[src/sv/mbrp_pkg.sv]
// mbrp_pkg: shared types, constants and the crc-16/modbus byte step
// for the modbus rtu response parser; no dependencies
`default_nettype none

package mbrp_pkg;

  localparam int unsigned BROADCAST_ADDRESS = 0;
  localparam int unsigned MAX_FRAME_BYTES   = 256;

  localparam int unsigned POS_W     = 9;
  localparam int unsigned TOTAL_W   = POS_W + 1;
  localparam int unsigned CFG_IDX_W = 2;
  localparam int unsigned CFG_DATA_W = 16;

  localparam logic [15:0] CRC_SEED = 16'hFFFF;
  localparam logic [15:0] CRC_POLY = 16'hA001;

  localparam logic [CFG_IDX_W-1:0] CFG_READ_FC  = 2'd0;
  localparam logic [CFG_IDX_W-1:0] CFG_WRITE_FC = 2'd1;
  localparam logic [CFG_IDX_W-1:0] CFG_ADDR_REG = 2'd2;

  localparam logic [0:0] KIND_DATA   = 1'b0;
  localparam logic [0:0] KIND_STATUS = 1'b1;

  typedef enum logic [1:0] {
    CLS_DATA       = 2'd0,
    CLS_ADDR_READ  = 2'd1,
    CLS_ADDR_WRITE = 2'd2,
    CLS_NONE       = 2'd3
  } mbrp_class_e;

  typedef struct packed {
    logic [7:0] rx_byte;
    logic       frame_end;
  } mbrp_in_t;

  typedef struct packed {
    logic        result_kind;
    logic [31:0] value_word;
    logic [5:0]  value_index;
    logic        frame_ok;
    logic [1:0]  frame_type;
    logic [7:0]  station_address;
  } mbrp_out_t;

  typedef struct packed {
    logic [7:0]  read_fc;
    logic [7:0]  write_fc;
    logic [15:0] addr_reg;
  } mbrp_cfg_t;

  function automatic logic [15:0] crc_byte(input logic [15:0] crc, input logic [7:0] b);
    logic [15:0] c;
    c = crc ^ {8'h00, b};
    for (int i = 0; i < 8; i++) begin
      if (c[0]) begin
        c = (c >> 1) ^ CRC_POLY;
      end else begin
        c = c >> 1;
      end
    end
    return c;
  endfunction

endpackage

`default_nettype wire

[src/sv/mbrp_frame.sv]
// mbrp_frame: per-frame state, crc check, classification and result build
// depends on mbrp_pkg
`default_nettype none

module mbrp_frame (
  input  wire logic               clk_i,
  input  wire logic               rst_ni,
  input  wire logic               step_i,
  input  wire mbrp_pkg::mbrp_in_t  item_i,
  input  wire mbrp_pkg::mbrp_cfg_t cfg_i,
  output logic                    res_valid_o,
  output mbrp_pkg::mbrp_out_t     res_o
);
  import mbrp_pkg::*;

  logic [15:0]      crc_q, crc_d;
  logic [POS_W-1:0] pos_q, pos_d;
  mbrp_class_e      cls_q, cls_d;
  logic [7:0]       dcount_q, dcount_d;
  logic [23:0]      wbytes_q, wbytes_d;
  logic [5:0]       wcount_q, wcount_d;
  logic [7:0]       pend_q, pend_d;
  logic             rmatch_q, rmatch_d;
  logic [7:0]       own_q, own_d;

  logic [7:0]         b;
  logic [POS_W-1:0]   rel;
  logic [TOTAL_W-1:0] total;
  mbrp_class_e        cls_end;
  logic               ok;
  logic               emit;
  logic [31:0]        word;

  always_comb begin
    b        = item_i.rx_byte;
    crc_d    = crc_byte(crc_q, b);
    cls_d    = cls_q;
    dcount_d = dcount_q;
    wbytes_d = wbytes_q;
    wcount_d = wcount_q;
    pend_d   = pend_q;
    rmatch_d = rmatch_q;
    own_d    = own_q;
    emit     = 1'b0;
    word     = {wbytes_q[15:8], wbytes_q[7:0], b, wbytes_q[23:16]};
    rel      = pos_q - POS_W'(3);
    ok       = 1'b0;
    total    = {1'b0, pos_q} + TOTAL_W'(1);
    cls_end  = CLS_NONE;
    res_valid_o = 1'b0;
    res_o    = '0;

    if (pos_q == '0) begin
      if (b == own_q) begin
        cls_d = CLS_DATA;
      end else if (b == 8'(BROADCAST_ADDRESS)) begin
        cls_d = CLS_ADDR_READ;
      end else begin
        cls_d = CLS_NONE;
      end
    end else if (pos_q == POS_W'(1)) begin
      if (cls_q == CLS_DATA) begin
        cls_d = (b == cfg_i.read_fc) ? CLS_DATA : CLS_NONE;
      end else if (cls_q == CLS_ADDR_READ) begin
        if (b == cfg_i.read_fc) begin
          cls_d = CLS_ADDR_READ;
        end else if (b == cfg_i.write_fc) begin
          cls_d = CLS_ADDR_WRITE;
        end else begin
          cls_d = CLS_NONE;
        end
      end
    end else if (cls_q == CLS_DATA || cls_q == CLS_ADDR_READ) begin
      if (pos_q == POS_W'(2)) begin
        dcount_d = b;
      end else if (rel < {1'b0, dcount_q}) begin
        if (cls_q == CLS_ADDR_READ) begin
          pend_d   = b;
          rmatch_d = 1'b1;
        end else begin
          case (rel[1:0])
            2'd0:    wbytes_d = {wbytes_q[23:8], b};
            2'd1:    wbytes_d = {wbytes_q[23:16], b, wbytes_q[7:0]};
            2'd2:    wbytes_d = {b, wbytes_q[15:0]};
            default: begin
              wbytes_d = '0;
              emit     = 1'b1;
            end
          endcase
        end
      end
    end else if (cls_q == CLS_ADDR_WRITE) begin
      if (pos_q == POS_W'(2)) begin
        wbytes_d = {16'h0000, b};
      end else if (pos_q == POS_W'(3)) begin
        rmatch_d = ({wbytes_q[7:0], b} == cfg_i.addr_reg);
      end else if (pos_q == POS_W'(5)) begin
        pend_d = b;
      end
    end

    pos_d = (pos_q != '1) ? pos_q + POS_W'(1) : pos_q;

    if (item_i.frame_end) begin
      cls_end = (pos_q == '0) ? CLS_NONE : cls_d;
      if (cls_end == CLS_DATA || cls_end == CLS_ADDR_READ) begin
        ok = (total == {2'b00, dcount_d} + TOTAL_W'(5));
      end else if (cls_end == CLS_ADDR_WRITE) begin
        ok = (total == TOTAL_W'(8));
      end
      if (total > TOTAL_W'(MAX_FRAME_BYTES) || crc_d != '0) begin
        ok = 1'b0;
      end
      if (ok && cls_end != CLS_DATA && rmatch_d) begin
        own_d = pend_d;
      end
      res_valid_o           = 1'b1;
      res_o.result_kind     = KIND_STATUS;
      res_o.value_index     = wcount_q;
      res_o.frame_ok        = ok;
      res_o.frame_type      = cls_end;
      res_o.station_address = own_d;
      crc_d    = CRC_SEED;
      pos_d    = '0;
      cls_d    = CLS_NONE;
      dcount_d = '0;
      wbytes_d = '0;
      wcount_d = '0;
      pend_d   = '0;
      rmatch_d = 1'b0;
    end else if (emit) begin
      res_valid_o           = 1'b1;
      res_o.result_kind     = KIND_DATA;
      res_o.value_word      = word;
      res_o.value_index     = wcount_q;
      res_o.frame_type      = CLS_DATA;
      res_o.station_address = own_q;
      wcount_d = wcount_q + 6'd1;
    end
  end

  always_ff @(posedge clk_i or negedge rst_ni) begin
    if (!rst_ni) begin
      crc_q    <= CRC_SEED;
      pos_q    <= '0;
      cls_q    <= CLS_NONE;
      dcount_q <= '0;
      wbytes_q <= '0;
      wcount_q <= '0;
      pend_q   <= '0;
      rmatch_q <= 1'b0;
      own_q    <= '0;
    end else if (step_i) begin
      crc_q    <= crc_d;
      pos_q    <= pos_d;
      cls_q    <= cls_d;
      dcount_q <= dcount_d;
      wbytes_q <= wbytes_d;
      wcount_q <= wcount_d;
      pend_q   <= pend_d;
      rmatch_q <= rmatch_d;
      own_q    <= own_d;
    end
  end

endmodule

`default_nettype wire

[src/sv/modbus_rtu_response_parser.sv]
// modbus_rtu_response_parser: top level with config registers, input register
// and result register; depends on mbrp_pkg and mbrp_frame
//
// usage:
//   input channel carries one response byte per transaction plus frame_end on
//   the last byte of a frame; output channel carries data words and one status
//   transaction per frame end
//   a byte is taken every cycle while in_stall_o is low; it waits in the input
//   register, then its result, if any, is loaded into the result register when
//   the byte moves on; the crc and frame logic handle a whole byte between those
//   two registers, so throughput is one byte per cycle while the output is not stalled
//   a stall on the output holds the result register; in_stall_o rises when a byte
//   waits in the input register behind a stalled result and falls once it is taken
//   the config port writes read function code (index 0), write function code
//   (index 1) or address register number (index 2); other indexes are ignored
//   reset clears all frame state, sets station address 0 and restores the
//   default function codes 4 and 6 and address register 32
`default_nettype none

module modbus_rtu_response_parser (
  input  wire logic                                clk_i,
  input  wire logic                                rst_ni,
  input  wire logic                                in_valid_i,
  output logic                                     in_stall_o,
  input  wire mbrp_pkg::mbrp_in_t                   in_data_i,
  output logic                                     out_valid_o,
  input  wire logic                                out_stall_i,
  output mbrp_pkg::mbrp_out_t                      out_data_o,
  input  wire logic                                cfg_we_i,
  input  wire logic [mbrp_pkg::CFG_IDX_W-1:0]      cfg_idx_i,
  input  wire logic [mbrp_pkg::CFG_DATA_W-1:0]     cfg_data_i
);
  import mbrp_pkg::*;

  mbrp_cfg_t cfg_q;
  logic      s1_valid_q;
  mbrp_in_t  s1_data_q;
  logic      out_valid_q;
  mbrp_out_t out_data_q;

  logic      out_load;
  logic      s1_adv;
  logic      in_acc;
  logic      res_valid;
  mbrp_out_t res;

  assign out_load   = !out_valid_q || !out_stall_i;
  assign s1_adv     = s1_valid_q && out_load;
  assign in_stall_o = s1_valid_q && !out_load;
  assign in_acc     = in_valid_i && !in_stall_o;

  always_ff @(posedge clk_i or negedge rst_ni) begin
    if (!rst_ni) begin
      cfg_q.read_fc  <= 8'd4;
      cfg_q.write_fc <= 8'd6;
      cfg_q.addr_reg <= 16'd32;
    end else if (cfg_we_i) begin
      case (cfg_idx_i)
        CFG_READ_FC:  cfg_q.read_fc  <= cfg_data_i[7:0];
        CFG_WRITE_FC: cfg_q.write_fc <= cfg_data_i[7:0];
        CFG_ADDR_REG: cfg_q.addr_reg <= cfg_data_i;
        default:      cfg_q          <= cfg_q;
      endcase
    end
  end

  always_ff @(posedge clk_i or negedge rst_ni) begin
    if (!rst_ni) begin
      s1_valid_q <= 1'b0;
    end else if (in_acc) begin
      s1_valid_q <= 1'b1;
    end else if (s1_adv) begin
      s1_valid_q <= 1'b0;
    end
  end

  always_ff @(posedge clk_i) begin
    if (in_acc) begin
      s1_data_q <= in_data_i;
    end
  end

  mbrp_frame u_frame (
    .clk_i       (clk_i),
    .rst_ni      (rst_ni),
    .step_i      (s1_adv),
    .item_i      (s1_data_q),
    .cfg_i       (cfg_q),
    .res_valid_o (res_valid),
    .res_o       (res)
  );

  always_ff @(posedge clk_i or negedge rst_ni) begin
    if (!rst_ni) begin
      out_valid_q <= 1'b0;
    end else if (out_load) begin
      out_valid_q <= s1_adv && res_valid;
    end
  end

  always_ff @(posedge clk_i) begin
    if (out_load && s1_adv && res_valid) begin
      out_data_q <= res;
    end
  end

  assign out_valid_o = out_valid_q;
  assign out_data_o  = out_data_q;

endmodule

`default_nettype wire

[config.mk]
export PLATFORM = sky130hd
export DESIGN_NAME = modbus_rtu_response_parser
export DESIGN_NICKNAME = d
export VERILOG_FILES = /design/src/sv/mbrp_pkg.sv /design/src/sv/mbrp_frame.sv /design/src/sv/modbus_rtu_response_parser.sv
export SDC_FILE = /design/constraint.sdc
export NUM_CORES = 1
export LEC_CHECK = 0
export ABC_CLOCK_PERIOD_IN_PS = 5000
export BUFFER_PORTS_ARGS = -buffer_cell sky130_fd_sc_hd__buf_2
export CAP_MARGIN = 30
export CORE_MARGIN = 1
export CORE_UTILIZATION = 54
export CTS_CLUSTER_DIAMETER = 50
export DETAILED_ROUTE_END_ITERATION = 16
export GPL_ROUTABILITY_DRIVEN = 0
export PLACE_DENSITY_LB_ADDON = 0.05
export SLEW_MARGIN = 20
export SYNTH_ARGS = -nofsm -noshare
export SYNTH_HDL_FRONTEND = slang
export SYNTH_SLANG_ARGS = --single-unit
[constraint.sdc]
create_clock -name clk_i -period 5 [get_ports clk_i]
set_input_delay 0.25 -clock clk_i [delete_from_list [all_inputs] [get_ports clk_i]]
set_output_delay 0.25 -clock clk_i [all_outputs]
set_load 0.01 [all_outputs]
==> results of run 1 <==
report_power, final:
part | leakage [nW] | internal [mW] | total [mW] | switching [mW]
Sequential | 1.99 | 1.68 | 1.83 | 0.145
Combinational | 2.29 | 0.437 | 1.06 | 0.619
Clock | 0.273 | 0.697 | 1.29 | 0.589
worst max-delay path by stage:
stage          slack (ns)                    startpoint                 endpoint
3_3_place_gp         0.50  u_frame.pos_q[0]$_DFFE_PN0P_  out_data_o[6]$_DFFE_PP_
2_1_floorplan        0.52  u_frame.pos_q[0]$_DFFE_PN0P_  out_data_o[0]$_DFFE_PP_
4_1_cts              0.25  u_frame.pos_q[0]$_DFFE_PN0P_  out_data_o[6]$_DFFE_PP_
3_5_place_dp         0.27  u_frame.pos_q[0]$_DFFE_PN0P_  out_data_o[6]$_DFFE_PP_
6_report             0.33  u_frame.pos_q[0]$_DFFE_PN0P_  out_data_o[6]$_DFFE_PP_
5_1_grt              0.11  u_frame.pos_q[0]$_DFFE_PN0P_  out_data_o[2]$_DFFE_PP_
final cells by class:
class	instances	area (µm²)	area share (%)
flip-flops and latches	175	4700	44.1
multi-input cells	625	4320	40.5
repair buffers	116	698	6.55
clock buffers	19	433	4.06
well taps	220	275	2.58
clock inverters	12	131	1.23
inverters	28	105	0.986
layer usage:
| layer | GRT usage (%) | share of wire (%) | routed length, µm |
|---|---|---|---|
| met5 | 0 | 0 | 0 |
| met4 | 10.9 | 2.3 | 517 |
| met3 | 6.01 | 6.7 | 1530 |
| met2 | 43.7 | 48 | 11000 |
| met1 | 35.3 | 43 | 9680 |
synth_stat cells (12+ instances only):
cell	n	area, µm²
a21oi_1	34	170
and2_1	40	250
clkbuf_1	30	113
dfrtp_1	94	2350
dfstp_2	22	578
edfxtp_1	59	1770
ha_1	19	238
inv_1	27	101
mux2_1	21	236
mux2_2	39	439
mux2i_1	36	360
nand2_1	84	315
nand3_1	14	70.1
nand4_1	12	75.1
nor2_1	78	293
nor3_1	16	80.1
nor4_1	16	100
o21ai_0	28	140
o21ai_1	17	85.1
xnor2_1	31	272
xor2_1	52	455
sequential cells by signal (all words and copies together) (netlist names):
register,cells
cfg_q,32
out_data_o,50
out_valid_o,1
s1_data_q,9
s1_valid_q,1
u_frame.cls_q,2
u_frame.crc_q,16
u_frame.dcount_q,8
u_frame.own_q,8
u_frame.pend_q,8
u_frame.pos_q,9
u_frame.rmatch_q,1
u_frame.wbytes_q,24
u_frame.wcount_q,6
kinds of logic after synthesis:
logic type,count (synthesis)
simple gates,302
mux,98
compound gates,123
fa+ha+maj,19
xor+xnor,83
buf+inv,72
flops,175
stage by stage:
step	util [%]	power, mW	setup WS, ns	hold WS (ns)	cell area (µm²)
after floorplan	-	2.57	0.515	-0.0456	9300
after global placement	59.7	2.84	0.501	0.428	9970
after detailed placement	59.7	2.88	0.271	0.429	9970
after CTS	63.7	4.18	0.251	0.0251	10600
after global routing	63.8	4.37	0.107	0.0317	10700
final	63.8	4.17	0.331	0.0438	10700
timing repair:
action,in CTS,in global routing
setup endpoints to repair,0,8
hold endpoints to repair,28,0
gates resized for setup,0,1
hold buffers,10,0
==> metrics.md, run 1 <==
| Metric | Value |
|---|---|
| Inserted Clock Buffers | 17 |
| Htree depth | 4 |
| P_leak | 4.56 nW |
| VDD IR max | 0.000314 V |
| Worst Path Required | 5.26 ns |
| Cell count along the critical path | 15 |
| Filler cells | 1,409 |
| Clk pin slew, worst setup/hold paths | 0.07 ns |
| Vias/cell | 5.82 |
| CP max-delay cell | or4_4 |
| Insertion delay to the later sink of the worst-skew pair | 0.43 ns |
| Routed Antenna Nets | 0 |
| Core ar. | 16,700 µm² |
| Port bufs | 83 |
| Avg Cell Area, Syn | 10.7 µm² |
| Max-Slew Margin vs Limit | 43.8% |
| Ratio of cells with drive above 1 in the final layout | 21.2% |
| Post-Synth Adder-Cell Area | 2.56% |
| Final TNS setup | 0 ns |
| Post-DP HPWL | 15,900 µm |
| Mux contribution to synthesized area | 11.6% |
| Die Ht | 133 µm |
| Pin count of the biggest net entering global routing | 73 |
| Initial Util | 55.7% |
| Area of the mapped netlist | 9300 µm² |
| Status | finished, final reports clean |
| Buf/Inv on CP | 2 |
| Area grow syn2layout | 14.6% |
| Worst R2R Start | u_frame.pos_q[0]$_DFFE_PN0P_ |
| # rows | 47 |
| Simple-gate area share of the yosys netlist | 16.2% |
| HP Class | in2reg |
| CP top delay family | simple AND/OR/NAND/NOR gates |
| Critical-path cell list | inv_1 -> ha_1 -> or4b_1 -> or4_4 -> mux2i_1 -> inv_1 -> ha_1 -> nor2_1 -> mux2_2 -> o211ai_1 -> a21oi_1 -> nor4_2 -> nor3_1 -> o2111a_2 -> mux2i_1 |
| Dominant synthesized flop cell | dfrtp_1 |
| Die X | 133 µm |
| Max-Cap Viols | 0 |
| Startpoint Class | flip-flop |
| Hold Crit Depth | 2 |
| Compound-Gate Fraction of Synth Area | 8.14% |
| Fin nets | 1,014 |
| Slew Limit Fails | 0 |
| Vias | 6,956 |
| Top Ports | 84 |
| Commonest cells after routing, fill and taps aside | dfrtp_1 (94), nand2_1 (84), buf_2 (83) |
| Clock sink count | 175 |
| Placed Cells incl. Taps | 1,152 |
| Setup repair bufs after CTS | 0 |
| R2r endpoint | out_data_o[6]$_DFFE_PP_ |
| TritonCTS clock tree | yes |
| Drt drc | 0 |
| Largest family of logic cells by synthesized area | simple AND/OR/NAND/NOR gates |
| Unique cell type count in the Yosys netlist | 66 |
| #FFs+latches synth | 175 |
| Worst Path Max Fanout | 14 |
| GR Util All Layers | 27.0% |
| Fmax | 0.214 GHz |
| Fin crit period | 4.67 ns |
| Initial antenna violation count | 0 |
| Worst-Margin Slew | 0.837 ns |
| Setup Crit Path Kind | reg2reg |
| RSZ-0062 raised after global routing | false |
| Largest stage delay, worst path | 0.64 ns |
| Initial DRC Count | 506 |
| Commonest non-fill, non-tap cell in the layout | dfrtp_1 |
| Setup violators final | 0 |
| Sequential area share after synthesis | 50.6% |
| Vias in the first global route | 7,024 |
| Ys Warns | 0 |
| Post-synth EDFFs | 59 |
| Syn Nets | 923 |
| First drt pass iteration count | 5 |
| Hold Path End | cfg_q[12]$_DFFE_PN0P_ |
| Worst EP arrival | 4.93 ns |
| Setup crit end kind | flip-flop |
| First-pass GRT wire length | 36,700 µm |
| Congestion Overflow GR | 0 |
| Max clock buf depth | 2 |
| Skew final | 0.00696 ns |
| Xor/xnor cell area share of the yosys netlist | 7.82% |
| Synth Instances | 872 |
| Final period utilization | 93.4% |
| PwrDens | 391 nW/µm² |
| Total die area | 17,800 µm² |
| Per-cell routed wire length | 19.0 µm |
| Hold path start | cfg_data_i[12] |
| Post-route insts no fill | 1,195 |
| Diode count | 0 |
| R2R setup slack | 0.33 ns |
| Routed Wire Length | 22,700 µm |
| Final Hold Fails | 0 |
| Post-synth ARST share | 66.3% |
| CTS Root Buffer Type | clkbuf_16 |
| R2R cell count | 15 |
No activity file was read; power rests on OpenSTA's default activity.
==> run 2: changes to the inputs <==
--- a/config.mk
+++ b/config.mk
@@ -13,6 +13,7 @@
 export CTS_CLUSTER_DIAMETER = 50
 export DETAILED_ROUTE_END_ITERATION = 16
 export GPL_ROUTABILITY_DRIVEN = 0
+export MAX_ROUTING_LAYER = met4
 export PLACE_DENSITY_LB_ADDON = 0.05
 export SLEW_MARGIN = 20
 export SYNTH_ARGS = -nofsm -noshare
==> metrics.md, run 2 (same netlist as run 1, synthesis figures left out) <==
| Metric | Value |
|---|---|
| Worst R2R Start | u_frame.pos_q[0]$_DFFE_PN0P_ |
| Htree depth | 4 (unchanged) |
| Total die area | 17,800 µm² (unchanged) |
| Port bufs | 83 (unchanged) |
| Post-route insts no fill | 1,195 (unchanged) |
| Initial antenna violation count | 0 (unchanged) |
| Max clock buf depth | 2 (unchanged) |
| Top Ports | 84 (unchanged) |
| Diode count | 0 (unchanged) |
| Skew final | 0.00713 ns (+0.000166 ns) |
| Area grow syn2layout | 14.6% (unchanged) |
| Commonest non-fill, non-tap cell in the layout | dfrtp_1 |
| VDD IR max | 0.000314 V (about the same) |
| Clk pin slew, worst setup/hold paths | 0.07 ns (about the same) |
| Util after Layout | 63.8% (unchanged) |
| Reg area | 4700 µm² (unchanged) |
| P_leak | 4.56 nW (unchanged) |
| Fin crit period | 4.67 ns (-0.00226 ns) |
| Post-DP HPWL | 15,900 µm (unchanged) |
| First-pass GRT wire length | 36,700 µm (about the same) |
| Vias in the first global route | 7,003 (-0.30%) |
| Filler cells | 1,409 (unchanged) |
| Worst EP arrival | 4.93 ns (about the same) |
| Setup crit end kind | flip-flop |
| Initial DRC Count | 553 (+9.3%) |
| Per-cell routed wire length | 19.1 µm (+0.31%) |
| CP Capture Point | out_data_o[6]$_DFFE_PP_ |
| Start point of the critical path | u_frame.pos_q[0]$_DFFE_PN0P_ |
| Clock sink count | 175 (unchanged) |
| Max FFs per register | 50 (unchanged) |
| Max-Slew Margin vs Limit | 43.4% (-0.46 points) |
| Setup violators final | 0 (unchanged) |
| Multi-input gate area | 4320 µm² (unchanged) |
| Routed Wire Length | 22,800 µm (+0.31%) |
| Inserted Clock Buffers | 17 (unchanged) |
| Setup Crit Path Kind | reg2reg |
| Placed Cells incl. Taps | 1,152 (unchanged) |
| HP Class | in2reg |
| Status | finished, final reports clean |
| Final TNS setup | 0 ns (unchanged) |
| Drt drc | 0 (unchanged) |
| Worst-Margin Slew | 0.850 ns (+0.0129 ns) |
| Worst Path Max Fanout | 14 (unchanged) |
| Worst Path Required | 5.26 ns (about the same) |
| TritonCTS clock tree | yes |
| Setup repair bufs after CTS | 0 (unchanged) |
| Insertion delay to the later sink of the worst-skew pair | 0.43 ns (about the same) |
| Hold Crit Depth | 2 (unchanged) |
| RSZ-0062 raised after global routing | false |
| Fmax | 0.214 GHz (about the same) |
| Hold_ws | 0.0447 ns (+0.000977 ns) |
| Core ar. | 16,700 µm² (unchanged) |
| # rows | 47 (unchanged) |
| PwrDens | 391 nW/µm² (+0.11%) |
| Overall power | 4.17 mW (+0.11%) |
| Vias | 6,937 (-0.27%) |
| Hold path start | cfg_data_i[12] |
| R2r endpoint | out_data_o[6]$_DFFE_PP_ |
| Initial Util | 55.7% (unchanged) |
| Ratio of cells with drive above 1 in the final layout | 21.2% (unchanged) |
| GR Util All Layers | 27.8% (+0.81 points) |
| Final period utilization | 93.3% (about the same) |
| CTS Root Buffer Type | clkbuf_16 |
| Routed Antenna Nets | 0 (unchanged) |
| Pin count of the biggest net entering global routing | 73 (unchanged) |
| Fin nets | 1,014 (unchanged) |
| R2R setup slack | 0.33 ns (about the same) |
| Max-Cap Viols | 0 (unchanged) |
| Congestion Overflow GR | 0 (unchanged) |
| Vias/cell | 5.81 (-0.27%) |
| Slew Limit Fails | 0 (unchanged) |
| Final Hold Fails | 0 (unchanged) |
| First drt pass iteration count | 5 (unchanged) |
| Die Ht | 133 µm (unchanged) |
| R2R cell count | 15 (unchanged) |
| Die X | 133 µm (unchanged) |
| Commonest cells after routing, fill and taps aside | dfrtp_1 (94), nand2_1 (84), buf_2 (83) |
| Startpoint Class | flip-flop |
run 2: cell counts in the layout (fill, tap and decap cells not counted):
Identical to the previous run, type by type.
run 2: report_power, final:
part | total (mW) | internal (mW) | switching, mW
sequential | 1.83 | 1.68 | 0.145
combinational | 1.06 | 0.437 | 0.622
clock | 1.29 | 0.697 | 0.591
run 2: what timing repair did:
item                       4_1_cts  5_1_grt
setup endpoints to repair        0        8
resized for setup                0        1
hold buffers                    10        0
hold endpoints to repair        28        0
run 2: critical path, stage by stage, from the launching register on:
cell      delay, ns
dfrtp_1        0.49
inv_1          0.25
ha_1           0.27
or4b_1         0.48
or4_4          0.64
mux2i_1        0.32
inv_1          0.08
ha_1           0.28
nor2_1         0.11
mux2_2         0.17
o211ai_1       0.12
a21oi_1        0.21
nor4_2         0.08
nor3_1         0.27
o2111a_2       0.44
mux2i_1        0.27
run 2: per-layer routing:
layer  track usage (%)  vias to the layer above  share of wire, %  wire length [µm]
li1                  -                     3255                 -                 -
met1              35.4                     3398                44              9930
met2              43.7                      242                48             11000
met3              6.24                       42               6.0              1360
met4              10.1                        0               2.2               505
met5                 -                        -                 0                 0
run 2: worst min path at each step:
stage,endpoint,slack (ns)
2_1_floorplan,cfg_q[0]$_DFFE_PN0P_,-0.05
3_3_place_gp,s1_data_q[7]$_DFFE_PP_,0.43
3_5_place_dp,s1_data_q[2]$_DFFE_PP_,0.43
4_1_cts,cfg_q[12]$_DFFE_PN0P_,0.03
5_1_grt,cfg_q[12]$_DFFE_PN0P_,0.03
6_report,cfg_q[12]$_DFFE_PN0P_,0.04
run 2: area by class of cell:
class | count | share of cell area [%]
timing repair buffer | 116 | 6.55
clock buffer | 19 | 4.06
inverter | 28 | 0.986
sequential | 175 | 44.1
multi-input combinational | 625 | 40.5
tap | 220 | 2.58
clock inverter | 12 | 1.23
run 2: through the flow:
| step | worst slack [ns] | cell area [µm²] |
|---|---|---|
| after detailed placement | 0.271 | 9970 |
| after CTS | 0.251 | 10600 |
| after global placement | 0.501 | 9970 |
| final | 0.333 | 10700 |
| after global routing | 0.108 | 10700 |
| after floorplan | 0.515 | 9300 |
==> run 3: changes to the inputs <==
--- a/config.mk
+++ b/config.mk
@@ -9,7 +9,7 @@
 export BUFFER_PORTS_ARGS = -buffer_cell sky130_fd_sc_hd__buf_2
 export CAP_MARGIN = 30
 export CORE_MARGIN = 1
-export CORE_UTILIZATION = 54
+export CORE_UTILIZATION = 45
 export CTS_CLUSTER_DIAMETER = 50
 export DETAILED_ROUTE_END_ITERATION = 16
 export GPL_ROUTABILITY_DRIVEN = 0
==> metrics.md, run 3 (same netlist as run 1, synthesis figures left out) <==
| Metric | Value |
|---|---|
| Status | finished, final reports clean |
| Max FFs per register | 50 (unchanged) |
| HP Class | in2reg |
| Vias | 6,854 (-1.2%) |
| Diode count | 0 (unchanged) |
| Post-route insts no fill | 1,246 (+4.3%) |
| Congestion Overflow GR | 0 (unchanged) |
| Fin nets | 1,014 (unchanged) |
| Initial Util | 46.0% (-9.7 points) |
| Setup crit end kind | flip-flop |
| Ratio of cells with drive above 1 in the final layout | 21.4% (+0.18 points) |
| Setup Crit Path Kind | reg2reg |
| Worst EP arrival | 4.90 ns (-0.03 ns) |
| Max-Slew Margin vs Limit | 32.4% (-11 points) |
| Per-cell routed wire length | 18.6 µm (-2.3%) |
| First drt pass iteration count | 7 (+2) |
| Routed Antenna Nets | 0 (unchanged) |
| Top Ports | 84 (unchanged) |
| Initial DRC Count | 422 (-24%) |
| Vias/cell | 5.50 (-5.2%) |
| Filler cells | 1,816 (+29%) |
| # rows | 52 (+11%) |
| Startpoint Class | flip-flop |
| VDD IR max | 0.000274 V (-13%) |
| Slew Limit Fails | 0 (unchanged) |
| CTS resizes | 0 (unchanged) |
| Total die area | 21,200 µm² (+20%) |
| Skew final | 0.0112 ns (+0.00407 ns) |
| CTS hold repair buffers | 10 (unchanged) |
| Util after Layout | 53.4% (-10 points) |
| TritonCTS clock tree | yes |
| Worst Path Required | 5.16 ns (-0.10 ns) |
| Die X | 146 µm (+9.4%) |
| Hold_ws | 0.0272 ns (-0.0175 ns) |
| Final TNS setup | 0 ns (unchanged) |
| Fin crit period | 4.73 ns (+0.0683 ns) |
| Commonest non-fill, non-tap cell in the layout | dfrtp_1 |
| Worst-Margin Slew | 1.01 ns (+0.156 ns) |
| Initial antenna violation count | 0 (unchanged) |
| Final Hold Fails | 0 (unchanged) |
| Die Ht | 146 µm (+9.4%) |
| Commonest cells after routing, fill and taps aside | dfrtp_1 (94), nand2_1 (84), buf_2 (83) |
| Post-Place Cell Area | 10,000 µm² (+0.78%) |
| PwrDens | 398 nW/µm² (+1.7%) |
| Clock sink count | 175 (unchanged) |
| Placed Cells incl. Taps | 1,204 (+4.5%) |
| Setup violators final | 0 (unchanged) |
| Drt drc | 0 (unchanged) |
| Clk pin slew, worst setup/hold paths | 0.07 ns (about the same) |
| Pin count of the biggest net entering global routing | 45 (-38%) |
| Final period utilization | 94.7% (+1.4 points) |
| Max-Cap Viols | 0 (unchanged) |
| Worst Path Max Fanout | 14 (unchanged) |
| Htree depth | 4 (unchanged) |
| Port bufs | 83 (unchanged) |
| Fmax | 0.211 GHz (-1.4%) |
| Area grow syn2layout | 16.2% |
| Max clock buf depth | 2 (unchanged) |
| Routed Wire Length | 23,200 µm (+1.9%) |
| Vias in the first global route | 6,977 (-0.37%) |
| Post-DP HPWL | 16,300 µm (+2.3%) |
| CTS Root Buffer Type | clkbuf_16 |
| Core ar. | 20,200 µm² (+21%) |
| Setup repair bufs after CTS | 0 (unchanged) |
| P_leak | 4.61 nW (+1.1%) |
| Post-route cell area | 10,800 µm² (+1.3%) |
| Inserted Clock Buffers | 17 (unchanged) |
| Insertion delay to the later sink of the worst-skew pair | 0.44 ns (about the same) |
| GR Util All Layers | 23.4% (-4.4 points) |
| RSZ-0062 raised after global routing | false |
| First-pass GRT wire length | 37,300 µm (+1.6%) |
[run 3: changes by cell type in the layout (fill, tap and decap cells not counted), sizes merged]
cell      change
buf           +1
bufinv        +1
clkinvlp      -1
inv           +3
clkbuf        -3
[run 3: final timing paths]
| check | start | endpoint | slack (ns) | depth (start not counted) |
|---|---|---|---|---|
| min | in_valid_i | s1_valid_q$_DFFE_PN0P_ | 0.03 | 2 |
| min in group asynchronous | rst_ni | u_frame.pos_q[5]$_DFFE_PN0P_ | 0.31 | 2 |
| max | u_frame.pos_q[0]$_DFFE_PN0P_ | out_data_o[4]$_DFFE_PP_ | 0.27 | 15 |
| min reg2reg | u_frame.crc_q[5]$_DFFE_PN1P_ | u_frame.crc_q[5]$_DFFE_PN1P_ | 0.47 | 2 |
| max reg2reg | u_frame.pos_q[0]$_DFFE_PN0P_ | out_data_o[4]$_DFFE_PP_ | 0.27 | 15 |
| max in group asynchronous | rst_ni | cfg_q[26]$_DFFE_PN1P_ | 3.73 | 3 |
[run 3: area by class of cell]
cell class	instances	area, µm²	share of cell area (%)
repair buffers	116	688	6.37
inverters	28	105	0.973
well taps	270	338	3.13
clock inverters	15	231	2.14
flip-flops and latches	175	4700	43.5
multi-input cells	625	4320	39.9
clock buffers	17	425	3.94
[run 3: metrics by stage]
step / power (mW) / worst slack (ns)
finish: 4.30 / 0.265
global route: 4.54 / 0.0217
CTS: 4.33 / 0.297
detailed placement: 2.87 / 0.327
global placement: 2.86 / 0.447
floorplan: 2.57 / 0.515
[run 3: worst max-delay path, stage by stage, from the launching register on]
cell and delay [ns]:
dfrtp_1 0.49, inv_1 0.26, ha_1 0.26, or4b_1 0.48, or4_4 0.65, mux2i_1 0.33
inv_1 0.09, ha_1 0.27, nor2_1 0.12, mux2_2 0.17, nor2_1 0.05, nor3_1 0.21
o2111ai_1 0.15, nor3_1 0.23, o2111a_1 0.55, mux2i_1 0.15
[run 3: metal layers]
metal / vias up / part of all wire (%) / global-route usage, %
met2: 217 / 48 / 37.3
met4: 0 / 2.5 / 8.53
met1: 3339 / 44 / 30.0
met5: - / 0 / -
li1: 3254 / - / -
met3: 44 / 5.1 / 4.17
[run 3: power breakdown]
group | switching (mW) | internal, mW
Clock | 0.659 | 0.783
Combinational | 0.605 | 0.433
Sequential | 0.142 | 1.68
Total | 1.41 | 2.90
